[src/design/assert_macros.svh]
// Assertion macros used by the top level of the modular inverse block.
`ifndef ASSERT_MACROS_SVH
`define ASSERT_MACROS_SVH

`ifndef SYNTH
`define BXG_ASSERT(lbl, prop, msg) \
  lbl: assert property (@(posedge clk_i) disable iff (!rst_ni) (prop)) else $error(msg);
`define BXG_ASSERT_IMPL(lbl, ante, cons, msg) \
  lbl: assert property (@(posedge clk_i) disable iff (!rst_ni) (ante) |-> (cons)) else $error(msg);
`define BXG_ASSERT_NEXT(lbl, ante, cons, msg) \
  lbl: assert property (@(posedge clk_i) disable iff (!rst_ni) (ante) |=> (cons)) else $error(msg);
`else
`define BXG_ASSERT(lbl, prop, msg)
`define BXG_ASSERT_IMPL(lbl, ante, cons, msg)
`define BXG_ASSERT_NEXT(lbl, ante, cons, msg)
`endif

`endif

[src/design/bxgcd_pkg.sv]
// Types shared by the controller and datapath of the modular inverse block.
`timescale 1ns / 1ps
`default_nettype none

package bxgcd_pkg;

  typedef enum logic [2:0] {
    OP_NONE,
    OP_LOAD,
    OP_HALVE_U,
    OP_HALVE_V,
    OP_SUB,
    OP_DIV_LOAD,
    OP_DIV_STEP,
    OP_FINISH
  } dp_op_e;

  typedef struct packed {
    logic bad;
    logic u_zero;
    logic u_even;
    logic v_even;
  } dp_status_t;

endpackage

`default_nettype wire

[src/design/bxgcd_dp.sv]
// Datapath of the modular inverse block: working values, coefficients and reduction.
`timescale 1ns / 1ps
`default_nettype none

module bxgcd_dp #(
  parameter int OPERAND_BITS = 32
) (
  input  wire logic                 clk_i,
  input  wire logic                 rst_ni,
  input  wire logic                 cfg_we_i,
  input  wire logic [31:0]          cfg_wdata_i,
  input  wire logic [31:0]          operand_i,
  input  wire bxgcd_pkg::dp_op_e    op_i,
  output bxgcd_pkg::dp_status_t     status_o,
  output logic [31:0]               inverse_o,
  output logic                      invertible_o
);

  localparam int W  = OPERAND_BITS;
  localparam int CW = OPERAND_BITS + 3;

  logic [31:0]   mod_q;
  logic [W-1:0]  n_q, x_q, u_q, v_q, rem_q;
  logic [CW-1:0] a_q, b_q, c_q, d_q, dq_q;
  logic          bad_q, dneg_q;
  logic [31:0]   inv_q;
  logic          ok_q;

  logic [W-1:0]  n_in, x_in;
  logic          bad_in;
  logic [CW-1:0] xe, ne;
  logic          u_ge_v;
  logic          odd_u, odd_v;
  logic [CW-1:0] a_sum, b_sum, c_sum, d_sum;
  logic [CW-1:0] d_mag;
  logic [W:0]    r_shift, r_sub;
  logic [W-1:0]  rem_next, fin;
  logic          ok_next;

  assign n_in   = W'(mod_q);
  assign x_in   = W'(operand_i);
  assign bad_in = (n_in == '0) || (x_in == '0) || (!n_in[0] && !x_in[0]);

  assign xe = CW'(x_q);
  assign ne = CW'(n_q);
  assign u_ge_v = (u_q >= v_q);

  assign odd_u = a_q[0] | b_q[0];
  assign odd_v = c_q[0] | d_q[0];
  assign a_sum = odd_u ? a_q + xe : a_q;
  assign b_sum = odd_u ? b_q - ne : b_q;
  assign c_sum = odd_v ? c_q + xe : c_q;
  assign d_sum = odd_v ? d_q - ne : d_q;

  assign d_mag = d_q[CW-1] ? (CW'(0) - d_q) : d_q;

  assign r_shift  = {rem_q, dq_q[CW-1]};
  assign r_sub    = r_shift - {1'b0, n_q};
  assign rem_next = (r_shift >= {1'b0, n_q}) ? r_sub[W-1:0] : r_shift[W-1:0];

  assign fin     = (dneg_q && (rem_q != '0)) ? (n_q - rem_q) : rem_q;
  assign ok_next = !bad_q && (v_q == W'(1));

  assign status_o.bad    = bad_in;
  assign status_o.u_zero = (u_q == '0);
  assign status_o.u_even = !u_q[0];
  assign status_o.v_even = !v_q[0];

  always_ff @(posedge clk_i or negedge rst_ni) begin
    if (!rst_ni) begin
      mod_q <= 32'd1;
    end else if (cfg_we_i) begin
      mod_q <= cfg_wdata_i;
    end
  end

  always_ff @(posedge clk_i or negedge rst_ni) begin
    if (!rst_ni) begin
      n_q    <= '0;
      x_q    <= '0;
      u_q    <= '0;
      v_q    <= '0;
      rem_q  <= '0;
      a_q    <= '0;
      b_q    <= '0;
      c_q    <= '0;
      d_q    <= '0;
      dq_q   <= '0;
      bad_q  <= 1'b0;
      dneg_q <= 1'b0;
      inv_q  <= 32'd0;
      ok_q   <= 1'b0;
    end else begin
      case (op_i)
        bxgcd_pkg::OP_LOAD: begin
          n_q   <= n_in;
          x_q   <= x_in;
          u_q   <= n_in;
          v_q   <= x_in;
          a_q   <= CW'(1);
          b_q   <= '0;
          c_q   <= '0;
          d_q   <= CW'(1);
          bad_q <= bad_in;
        end
        bxgcd_pkg::OP_HALVE_U: begin
          u_q <= u_q >> 1;
          a_q <= {a_sum[CW-1], a_sum[CW-1:1]};
          b_q <= {b_sum[CW-1], b_sum[CW-1:1]};
        end
        bxgcd_pkg::OP_HALVE_V: begin
          v_q <= v_q >> 1;
          c_q <= {c_sum[CW-1], c_sum[CW-1:1]};
          d_q <= {d_sum[CW-1], d_sum[CW-1:1]};
        end
        bxgcd_pkg::OP_SUB: begin
          if (u_ge_v) begin
            u_q <= u_q - v_q;
            a_q <= a_q - c_q;
            b_q <= b_q - d_q;
          end else begin
            v_q <= v_q - u_q;
            c_q <= c_q - a_q;
            d_q <= d_q - b_q;
          end
        end
        bxgcd_pkg::OP_DIV_LOAD: begin
          rem_q  <= '0;
          dq_q   <= d_mag;
          dneg_q <= d_q[CW-1];
        end
        bxgcd_pkg::OP_DIV_STEP: begin
          rem_q <= rem_next;
          dq_q  <= dq_q << 1;
        end
        bxgcd_pkg::OP_FINISH: begin
          ok_q  <= ok_next;
          inv_q <= ok_next ? 32'(fin) : 32'd0;
        end
        default: begin
        end
      endcase
    end
  end

  assign inverse_o    = inv_q;
  assign invertible_o = ok_q;

endmodule

`default_nettype wire

[src/design/bxgcd_ctrl.sv]
// Controller of the modular inverse block: sequences the GCD loop and the final reduction.
`timescale 1ns / 1ps
`default_nettype none

module bxgcd_ctrl #(
  parameter int OPERAND_BITS = 32
) (
  input  wire logic                 clk_i,
  input  wire logic                 rst_ni,
  input  wire logic                 start_i,
  input  bxgcd_pkg::dp_status_t     status_i,
  output bxgcd_pkg::dp_op_e         op_o,
  output logic                      busy_o,
  output logic                      done_o
);

  localparam int CW    = OPERAND_BITS + 3;
  localparam int CNT_W = $clog2(CW);

  typedef enum logic [2:0] {
    ST_IDLE,
    ST_RED_U,
    ST_RED_V,
    ST_DIV,
    ST_FINISH
  } state_e;

  state_e             state_q;
  logic               done_q;
  logic [CNT_W-1:0]   cnt_q;

  always_ff @(posedge clk_i or negedge rst_ni) begin
    if (!rst_ni) begin
      state_q <= ST_IDLE;
      done_q  <= 1'b0;
      cnt_q   <= '0;
    end else begin
      done_q <= 1'b0;
      case (state_q)
        ST_IDLE: begin
          if (start_i) begin
            state_q <= status_i.bad ? ST_FINISH : ST_RED_U;
          end
        end
        ST_RED_U: begin
          if (status_i.u_zero) begin
            cnt_q   <= '0;
            state_q <= ST_DIV;
          end else if (!status_i.u_even) begin
            state_q <= ST_RED_V;
          end
        end
        ST_RED_V: begin
          if (!status_i.v_even) begin
            state_q <= ST_RED_U;
          end
        end
        ST_DIV: begin
          cnt_q <= cnt_q + CNT_W'(1);
          if (cnt_q == CNT_W'(CW - 1)) begin
            state_q <= ST_FINISH;
          end
        end
        ST_FINISH: begin
          done_q  <= 1'b1;
          state_q <= ST_IDLE;
        end
        default: begin
          state_q <= ST_IDLE;
        end
      endcase
    end
  end

  always_comb begin
    op_o = bxgcd_pkg::OP_NONE;
    case (state_q)
      ST_IDLE: begin
        if (start_i) begin
          op_o = bxgcd_pkg::OP_LOAD;
        end
      end
      ST_RED_U: begin
        if (status_i.u_zero) begin
          op_o = bxgcd_pkg::OP_DIV_LOAD;
        end else if (status_i.u_even) begin
          op_o = bxgcd_pkg::OP_HALVE_U;
        end
      end
      ST_RED_V: begin
        op_o = status_i.v_even ? bxgcd_pkg::OP_HALVE_V : bxgcd_pkg::OP_SUB;
      end
      ST_DIV: begin
        op_o = bxgcd_pkg::OP_DIV_STEP;
      end
      ST_FINISH: begin
        op_o = bxgcd_pkg::OP_FINISH;
      end
      default: begin
        op_o = bxgcd_pkg::OP_NONE;
      end
    endcase
  end

  assign busy_o = (state_q != ST_IDLE);
  assign done_o = done_q;

endmodule

`default_nettype wire

[src/design/binary_ext_gcd_mod_inverse_top.sv]
// Top level of the modular inverse block by the binary extended GCD.
//
// Write the modulus through cfg_we_i and cfg_wdata_i while the block is idle; it
// resets to one. A transaction starts at a clock edge where start is high and busy
// is low, with the operand on operand_i. busy stays high until the result is out.
// The result appears on inverse_o and invertible_o and holds until the next
// transaction finishes; done_o marks it for exactly one cycle and the receiver
// cannot hold it off. When the operand has no inverse, invertible_o is low and
// inverse_o is zero. A zero operand, a zero modulus or two even inputs skip the
// GCD loop and go straight to the final step. Otherwise the loop halves u while
// it is even, then switches to the v reduction, halves v while it is even, then
// subtracts the smaller of u and v from the larger and returns to the u reduction,
// until u is zero. The final modular reduction of the coefficient is bit serial:
// a load and OPERAND_BITS + 3 steps, then a step to form the result and the strobe.
// One transaction is in flight at a time; the next may start in the cycle of the
// strobe. Reset returns the controller to idle and the modulus to one.
`timescale 1ns / 1ps
`default_nettype none
`include "assert_macros.svh"

module binary_ext_gcd_mod_inverse_top #(
  parameter int OPERAND_BITS = 32
) (
  input  wire logic        clk_i,
  input  wire logic        rst_ni,
  input  wire logic        cfg_we_i,
  input  wire logic [31:0] cfg_wdata_i,
  input  wire logic        start,
  output logic             busy,
  input  wire logic [31:0] operand_i,
  output logic             done_o,
  output logic [31:0]      inverse_o,
  output logic             invertible_o
);

  bxgcd_pkg::dp_op_e     op;
  bxgcd_pkg::dp_status_t status;

  bxgcd_ctrl #(
    .OPERAND_BITS(OPERAND_BITS)
  ) u_ctrl (
    .clk_i   (clk_i),
    .rst_ni  (rst_ni),
    .start_i (start),
    .status_i(status),
    .op_o    (op),
    .busy_o  (busy),
    .done_o  (done_o)
  );

  bxgcd_dp #(
    .OPERAND_BITS(OPERAND_BITS)
  ) u_dp (
    .clk_i       (clk_i),
    .rst_ni      (rst_ni),
    .cfg_we_i    (cfg_we_i),
    .cfg_wdata_i (cfg_wdata_i),
    .operand_i   (operand_i),
    .op_i        (op),
    .status_o    (status),
    .inverse_o   (inverse_o),
    .invertible_o(invertible_o)
  );

  `BXG_ASSERT_NEXT(a_start_busy, start && !busy, busy, "Accepted transaction did not raise busy.")
  `BXG_ASSERT_IMPL(a_done_idle, done_o, !busy, "Result strobe while still busy.")
  `BXG_ASSERT_IMPL(a_zero_inv, done_o && !invertible_o, inverse_o == '0, "Stale inverse.")
  `BXG_ASSERT(a_done_pulse, !(done_o && $past(done_o)), "Result strobe held two cycles.")

endmodule

`default_nettype wire
[config.mk]
export PLATFORM = sky130hd
export DESIGN_NAME = binary_ext_gcd_mod_inverse_top
export DESIGN_NICKNAME = d
export VERILOG_FILES = /design/src/design/bxgcd_pkg.sv /design/src/design/bxgcd_dp.sv /design/src/design/bxgcd_ctrl.sv /design/src/design/binary_ext_gcd_mod_inverse_top.sv
export VERILOG_INCLUDE_DIRS = /design/src /design/src/design
export SDC_FILE = /design/constraint.sdc
export NUM_CORES = 2
export LEC_CHECK = 0
export ABC_AREA = 1
export BUFFER_PORTS_ARGS = -buffer_cell sky130_fd_sc_hd__buf_2
export CAP_MARGIN = 20
export CORE_MARGIN = 2
export CORE_UTILIZATION = 55
export CTS_BUF_LIST = sky130_fd_sc_hd__clkbuf_8
export CTS_CLUSTER_DIAMETER = 40
export DETAILED_ROUTE_END_ITERATION = 12
export PLACE_DENSITY_LB_ADDON = 0.25
export RECOVER_POWER = 100
export SLEW_MARGIN = 0
export SYNTH_ARGS = -nofsm -noshare
export SYNTH_HDL_FRONTEND = slang
export SYNTH_SLANG_ARGS = --single-unit
[constraint.sdc]
create_clock -name clk_i -period 7.15 [get_ports clk_i]
set_input_delay 0.3575 -clock clk_i [delete_from_list [all_inputs] [get_ports clk_i]]
set_output_delay 0.3575 -clock clk_i [all_outputs]
set_load 0.05 [all_outputs]
-- Word level (Yosys, flattened, before mapping)
Index checks and enable logic that the tools add are counted.
- memories: 0
- ROM bits: 0
- latch bits: 0
- register bits: 412
- output and inout port bits: 35
- bits in writable memories: 0
- $mul: 0
- magnitude comparators: 2
- div/mod/pow operators: 0
- multiplexer cells: 37
- eq/ne operators: 20
- $add $sub $neg: 14
- bitwise logic cells: 2
- shifts and indexed selects: 0
- reduce and logical (&&, ||, !) cells: 22
- operators by type and width (kind ; number):
    case mux 35 bit (3 select lines) ; 4
    two-way mux 35 bit ; 9
    case mux 32 bit (3 select lines) ; 2
    two-way mux 32 bit ; 5
    subtractor 35 bit ; 4
    subtractor 32 bit ; 4
    zero test 32 bit ; 3
    adder 35 x 32 -> 35 bit ; 2
    case mux 35 bit (2 select lines) ; 1
    subtractor 35 x 32 -> 35 bit ; 2
    case mux 32 bit (2 select lines) ; 1
    subtractor 1 x 35 -> 35 bit, first input constant ; 1
    greater-or-equal comparator 33 x 32 -> 1 bit ; 1
    equality test 32 x 1 -> 1 bit, second input constant ; 1
    greater-or-equal comparator 32 bit ; 1
    nonzero test 32 bit ; 1
    two-way mux 3 bit ; 8
    equality test 3 bit, second input constant ; 5
    case mux 3 bit (5 select lines) ; 1
    equality test 3 x 2 -> 1 bit, second input constant ; 4
    case mux 3 bit (4 select lines) ; 1
    case mux 6 bit (2 select lines) ; 1
    nonzero test 3 bit ; 3
    adder 6 x 1 -> 6 bit, second input constant ; 1
    other kinds (16) ; 31

-- Logic depth before layout (Yosys ltp)
- depth after elaboration: 6
- depth in mapped cells: 19

-- By module
From an unflattened synthesis, not the netlist that was laid out.
- cells, all modules: 7842
- area, all modules: 46484.6 µm²
- modules (own cells, without submodules) (module ; area an instance (µm²) ; sequential area each (µm²) ; instances ; cells an instance):
    bxgcd_dp ; 45855.2 ; 10060.9 ; 1 ; 7762
    bxgcd_ctrl ; 629.4 ; 250.2 ; 1 ; 80

-- Worst setup path before layout
No wires, ideal clock.
- path kind: register to register
- start: reg u_dp.d_q[8]
- end: reg u_dp.b_q[19]
- data required time: 7034 ps
- slack: 4774 ps
- cell stages (with the launch flop): 17
- period minus slack after synthesis: 2376 ps
- data arrival time: 2259 ps
- cells stage by stage: dfrtp_1 > clkbuf_1 > inv_1 > ha_1 > clkbuf_1 > nand2_1 > nor2_1 > inv_1 > nor2_1 > nand2_1 > nand3_1 > a21oi_1 > or2_1 > nand3_1 > nand2_1 > nand2_1 > nand2_1
- cells in the longest elaborated chain, start to end: 3
- RTL lines (item ; line ; RTL):
    start, declared ; bxgcd_dp.sv:24 ; logic [CW-1:0] a_q, b_q, c_q, d_q, dq_q;
    start signal, assigned ; bxgcd_dp.sv:114 ; d_q <= {d_sum[CW-1], d_sum[CW-1:1]};
    start signal, assigned ; bxgcd_dp.sv:124 ; d_q <= d_q - b_q;
    subtractor 35 bit ; bxgcd_dp.sv:120 ; b_q <= b_q - d_q;
    two-way mux 35 bit ; bxgcd_dp.sv:117 ; if (u_ge_v) begin
    case mux 35 bit (3 select lines) ; bxgcd_dp.sv:94 ; case (op_i)
    end signal, assigned ; bxgcd_dp.sv:109 ; b_q <= {b_sum[CW-1], b_sum[CW-1:1]};
    end signal, assigned ; bxgcd_dp.sv:120 ;
    end, declared ; bxgcd_dp.sv:24 ;
Every way passes these cells. The select of a mux whose other input is x is not followed.
A chain may end at the register's enable or synchronous reset.

-- Worst setup path after layout
- start: reg u_dp.u_q[16]
- end: reg u_dp.c_q[30]
- cells in the longest elaborated chain, start to end: 6
- elaborated cells between the ends (all ways): 11
- those cells by class: order compare: 1; eq/ne: 4; mux: 3; reduce/logical: 3
- RTL lines (item ; line ; RTL):
    start, declared ; bxgcd_dp.sv:23 ; logic [W-1:0] n_q, x_q, u_q, v_q, rem_q;
    start signal, assigned ; bxgcd_dp.sv:98 ; u_q <= n_in;
    start signal, assigned ; bxgcd_dp.sv:107 ; u_q <= u_q >> 1;
    start signal, assigned ; bxgcd_dp.sv:118 ; u_q <= u_q - v_q;
    zero test 32 bit ; bxgcd_dp.sv:65 ; assign status_o.u_zero = (u_q == '0);
    two-way mux 3 bit ; bxgcd_ctrl.sv:84 ; if (status_i.u_zero) begin
    case mux 3 bit (5 select lines) ; bxgcd_ctrl.sv:77 ; case (state_q)
    equality test 3 bit, or another cell as far along ; bxgcd_dp.sv:94 ;
    != test 2 bit (no line) / nonzero test 3 bit (equally long branches) ; -- ;
    AND reduction 2 bit (no line) ; -- ;
    end signal, assigned ; bxgcd_dp.sv:113 ; c_q <= {c_sum[CW-1], c_sum[CW-1:1]};
    end signal, assigned ; bxgcd_dp.sv:123 ; c_q <= c_q - a_q;
    end, declared ; bxgcd_dp.sv:24 ;
Parallel ways exist; a longest one is shown, timed or not.

==> metrics.md <==
| Metric | Value |
|---|---|
| Status | `finished with violations` |
| Failing checks | `max-capacitance violations, max-slew violations` |
| Initial antenna violation count | `6` |
| Multi-input logic area | `31260 µm²` |
| Leak pwr | `0.02692 µW` |
| Residual DRC count | `0` |
| Num Clock Sinks | `412` |
| Port bufs | `102` |
| Max cap viols | `9` |
| Max Fclk | `182.6 MHz` |
| Initial drt markers | `6831` |
| GR peak layer | `met2` |
| Post-Place Cells | `8934` |
| Post-synth top area share | `22.11%` |
| Core Footprint | `83690 µm²` |
| Fin crit period | `5.476 ns` |
| CP Max Fanout | `83` |
| Synthesized area | `46520 µm²` |
| Synth top area cells | `dfrtp_1 22%, nand2_1 21%, ha_1 10%` |
| Die height | `294.8 µm` |
| Seq/Total Area, Yosys | `22.16%` |
| Average wire per standard cell | `21.91 µm` |
| Final setup skew | `0.05903 ns` |
| Post-synth top area cell | `dfrtp_1` |
| Min Hold Slack | `0.06605 ns` |
| Slew Viols, Final | `578` |
| Worst path bufs/invs | `3` |
| Slowest library cell on the worst path | `inv_1` |
| Number of global-route vias before repair | `50550` |
| Setup violators final | `0` |
| Chip Width | `294.8 µm` |
| Rel. slew slack | `-152.4%` |
| Die area | `86930 µm²` |
| Vias | `55290` |
| Gpl congestion | `1.066` |
| Post-CTS resize count | `0` |
| Starting Density | `55.59%` |
| Std-Cell Rows | `106` |
| CTS Root Cell | `clkbuf_8` |
| Worst setup SP type | `register` |
| CTS clock-pin slew for the worst setup and hold paths | `0.06 ns` |
| #FFs+latches synth | `412` |
| CTS Hold Bufs | `62` |
| H-tree levels | `3` |
| Register area | `10310 µm²` |
| Endpoints failing hold | `0` |
| Area growth syn-to-layout | `7.901%` |
| TritonCTS buffer count | `89` |
| Congestion Overflow GR | `0` |
| Detail Placement HPWL | `155900 µm` |
| Critical-path cell list | `nor4_1 -> nand3_1 -> nor2_1 -> nand2_1 -> clkbuf_1 -> nand3_1 -> nand2_4 -> inv_1 -> buf_4 -> nor2_1 -> a21oi_1` |
| First-pass DRT Iterations | `8` |
| Actual slew at the worst max-slew pin | `3.785 ns` |
| Skew-Pair Late Insertion Delay | `0.78 ns` |
| Max VDD drop | `0.3810 mV` |
| CTS Buffer Depth | `3` |
| Worst Hold Class | `in -> reg` |
| Post-Syn Nets | `8352` |
| CTS tree | `yes` |
| Fin crit share | `76.59%` |
| CP Class | `reg -> reg` |
| Finished Layout Cells | `9158` |
| Crit path DAT | `6.14 ns` |
| Ys Warns | `0` |
| Most used DFF post-synth | `dfrtp_1` |
| Setup TNS | `0 ns` |
| Routed WL | `200600 µm` |
| Power Total | `28840 µW` |
| Met1 Use GR | `56.11%` |
| Syn avg cell area | `5.902 µm²` |
| Vias/cell | `6.037` |
| Post-CTS setup buffer count | `0` |
| RSZ-0062 raised after global routing | `false` |
| M3 GR Usage | `11.10%` |
| CP required | `7.81 ns` |
| FILL cells | `8471` |
| Pwr Density | `574.5 nW/µm²` |
| Post-synth ARST share | `100.0%` |
| Post-synth EDFFs | `0` |
| Ratio of cells with drive above 1 in the final layout | `3.665%` |
| Nets | `8422` |
| First-pass GRT wire length | `298200 µm` |
| Io pins | `103` |
| Pin count of the biggest net entering global routing | `163` |
| Crit-path max cell delay | `1.57 ns` |
| Mapped Cells | `7883` |
| Synth unique cells | `58` |
| Crit end category | `register` |
| GRT Overall Usage | `45.02%` |
| Top cell family by delay on the critical path | `buffers and inverters` |
| Met2 usage | `68.06%` |
| Routed Antenna Nets | `0` |
-- area by class of cell --
cell class / instances / area share [%]
Tap cell: 1134 / 2.826
Timing Repair Buffer: 195 / 2.669
Inverter: 1064 / 7.961
Clock inverter: 57 / 0.9147
Antenna cell: 3 / 0.01495
Multi-Input combinational cell: 6191 / 62.28
Clock buffer: 102 / 2.796
Sequential cell: 412 / 20.54
-- metal layers --
metal	vias to the layer above	wire length [µm]
li1	25700	-
met1	25260	77270
met2	3476	84510
met3	839	22040
met4	6	16750
met5	-	37
-- report_power, final --
part | internal (µW) | total (µW) | switching (µW)
combinational | 6270 | 22000 | 15700
clock | 1530 | 2780 | 1250
sequential | 3020 | 4050 | 1040
-- sequential cells by signal, summed over array words and instances (netlist names), 3 cells and up --
register	flops
u_dp.a_q	35
u_dp.rem_q	32
u_dp.mod_q	32
u_dp.v_q	32
u_dp.u_q	32
u_ctrl.state_q	3
u_dp.n_q	32
u_dp.dq_q	35
u_dp.d_q	35
u_dp.x_q	32
u_dp.inverse_o	32
u_dp.c_q	35
u_dp.b_q	35
u_ctrl.cnt_q	6
-- worst paths after layout --
path                            depth (start not counted)                from            endpoint  slack, ns
worst max-delay path                                   11        u_dp.u_q[16]        u_dp.c_q[30]       1.67
worst min-delay path                                    3       operand_i[16]        u_dp.x_q[16]       0.07
worst max register to register                         11        u_dp.u_q[16]        u_dp.c_q[30]       1.67
worst min register to register                          2  u_dp.inverse_o[14]  u_dp.inverse_o[14]       0.48
max in group asynchronous                               3              rst_ni  u_dp.inverse_o[26]       2.56
min in group asynchronous                               2              rst_ni       u_dp.dq_q[10]       0.24
-- worst min-delay path, delay by kind of cell --
| kind | cells | cell delay (ns) |
|---|---|---|
| buffers and inverters | 2 | 0.31 |
| AOI/OAI and AO/OA | 1 | 0.13 |
-- cells in the final DEF (no fill, tap or decap), types with 6 or more instances in the layout --
master,count
a31oi_1,24
clkinvlp_4,12
and2_1,7
ha_1,389
buf_4,22
xnor2_1,44
nor4_1,31
buf_2,65
o21a_1,17
nand3_1,620
o21bai_1,35
o221ai_1,18
or2_2,26
o21ai_0,621
a21oi_2,6
o21ai_1,19
clkbuf_1,39
o211ai_1,43
fa_1,12
nor2_1,658
a21boi_0,9
inv_2,10
o22ai_1,24
xor2_1,65
nand2_1,2621
nand4_1,75
nor2_4,6
dlygate4sd3_1,62
clkinv_2,10
nand3b_1,18
clkbuf_8,102
inv_1,1073
bufinv_16,6
dfrtp_1,411
a21o_1,34
a21oi_1,657
nor3_1,75
-- kinds of logic after synthesis --
| family | count (synthesis) | share of synthesized area, % |
|---|---|---|
| simple gates | 4158 | 36.55 |
| compound gates | 1519 | 17.49 |
| buf+inv | 1280 | 10.67 |
| flops | 412 | 22.16 |
| fa+ha+maj | 401 | 10.98 |
| xor+xnor | 109 | 2.052 |
| mux | 4 | 0.09681 |
-- cell usage after synthesis, drive strengths merged (24+ instances only) --
library cell	instances
buf	81
clkbuf	135
inv	1061
a21oi	663
or2	31
ha	389
nor3	76
a31oi	24
nand4	75
dfrtp	411
nor2	668
o22ai	24
xor2	65
nand3	620
a21o	34
nand2	2626
o211ai	43
xnor2	44
o21ai	641
o21bai	36
nor4	31
-- stage by stage --
step	setup WS, ns	instance area, µm²	utilization (%)
final	1.674	50200	59.99
after global routing	1.496	50200	59.98
after CTS	2.816	50320	60.12
after detailed placement	2.876	47830	57.16
after global placement	2.958	47800	57.12
after floorplan	4.774	46520	-
Power figures use the tool's default switching activity.
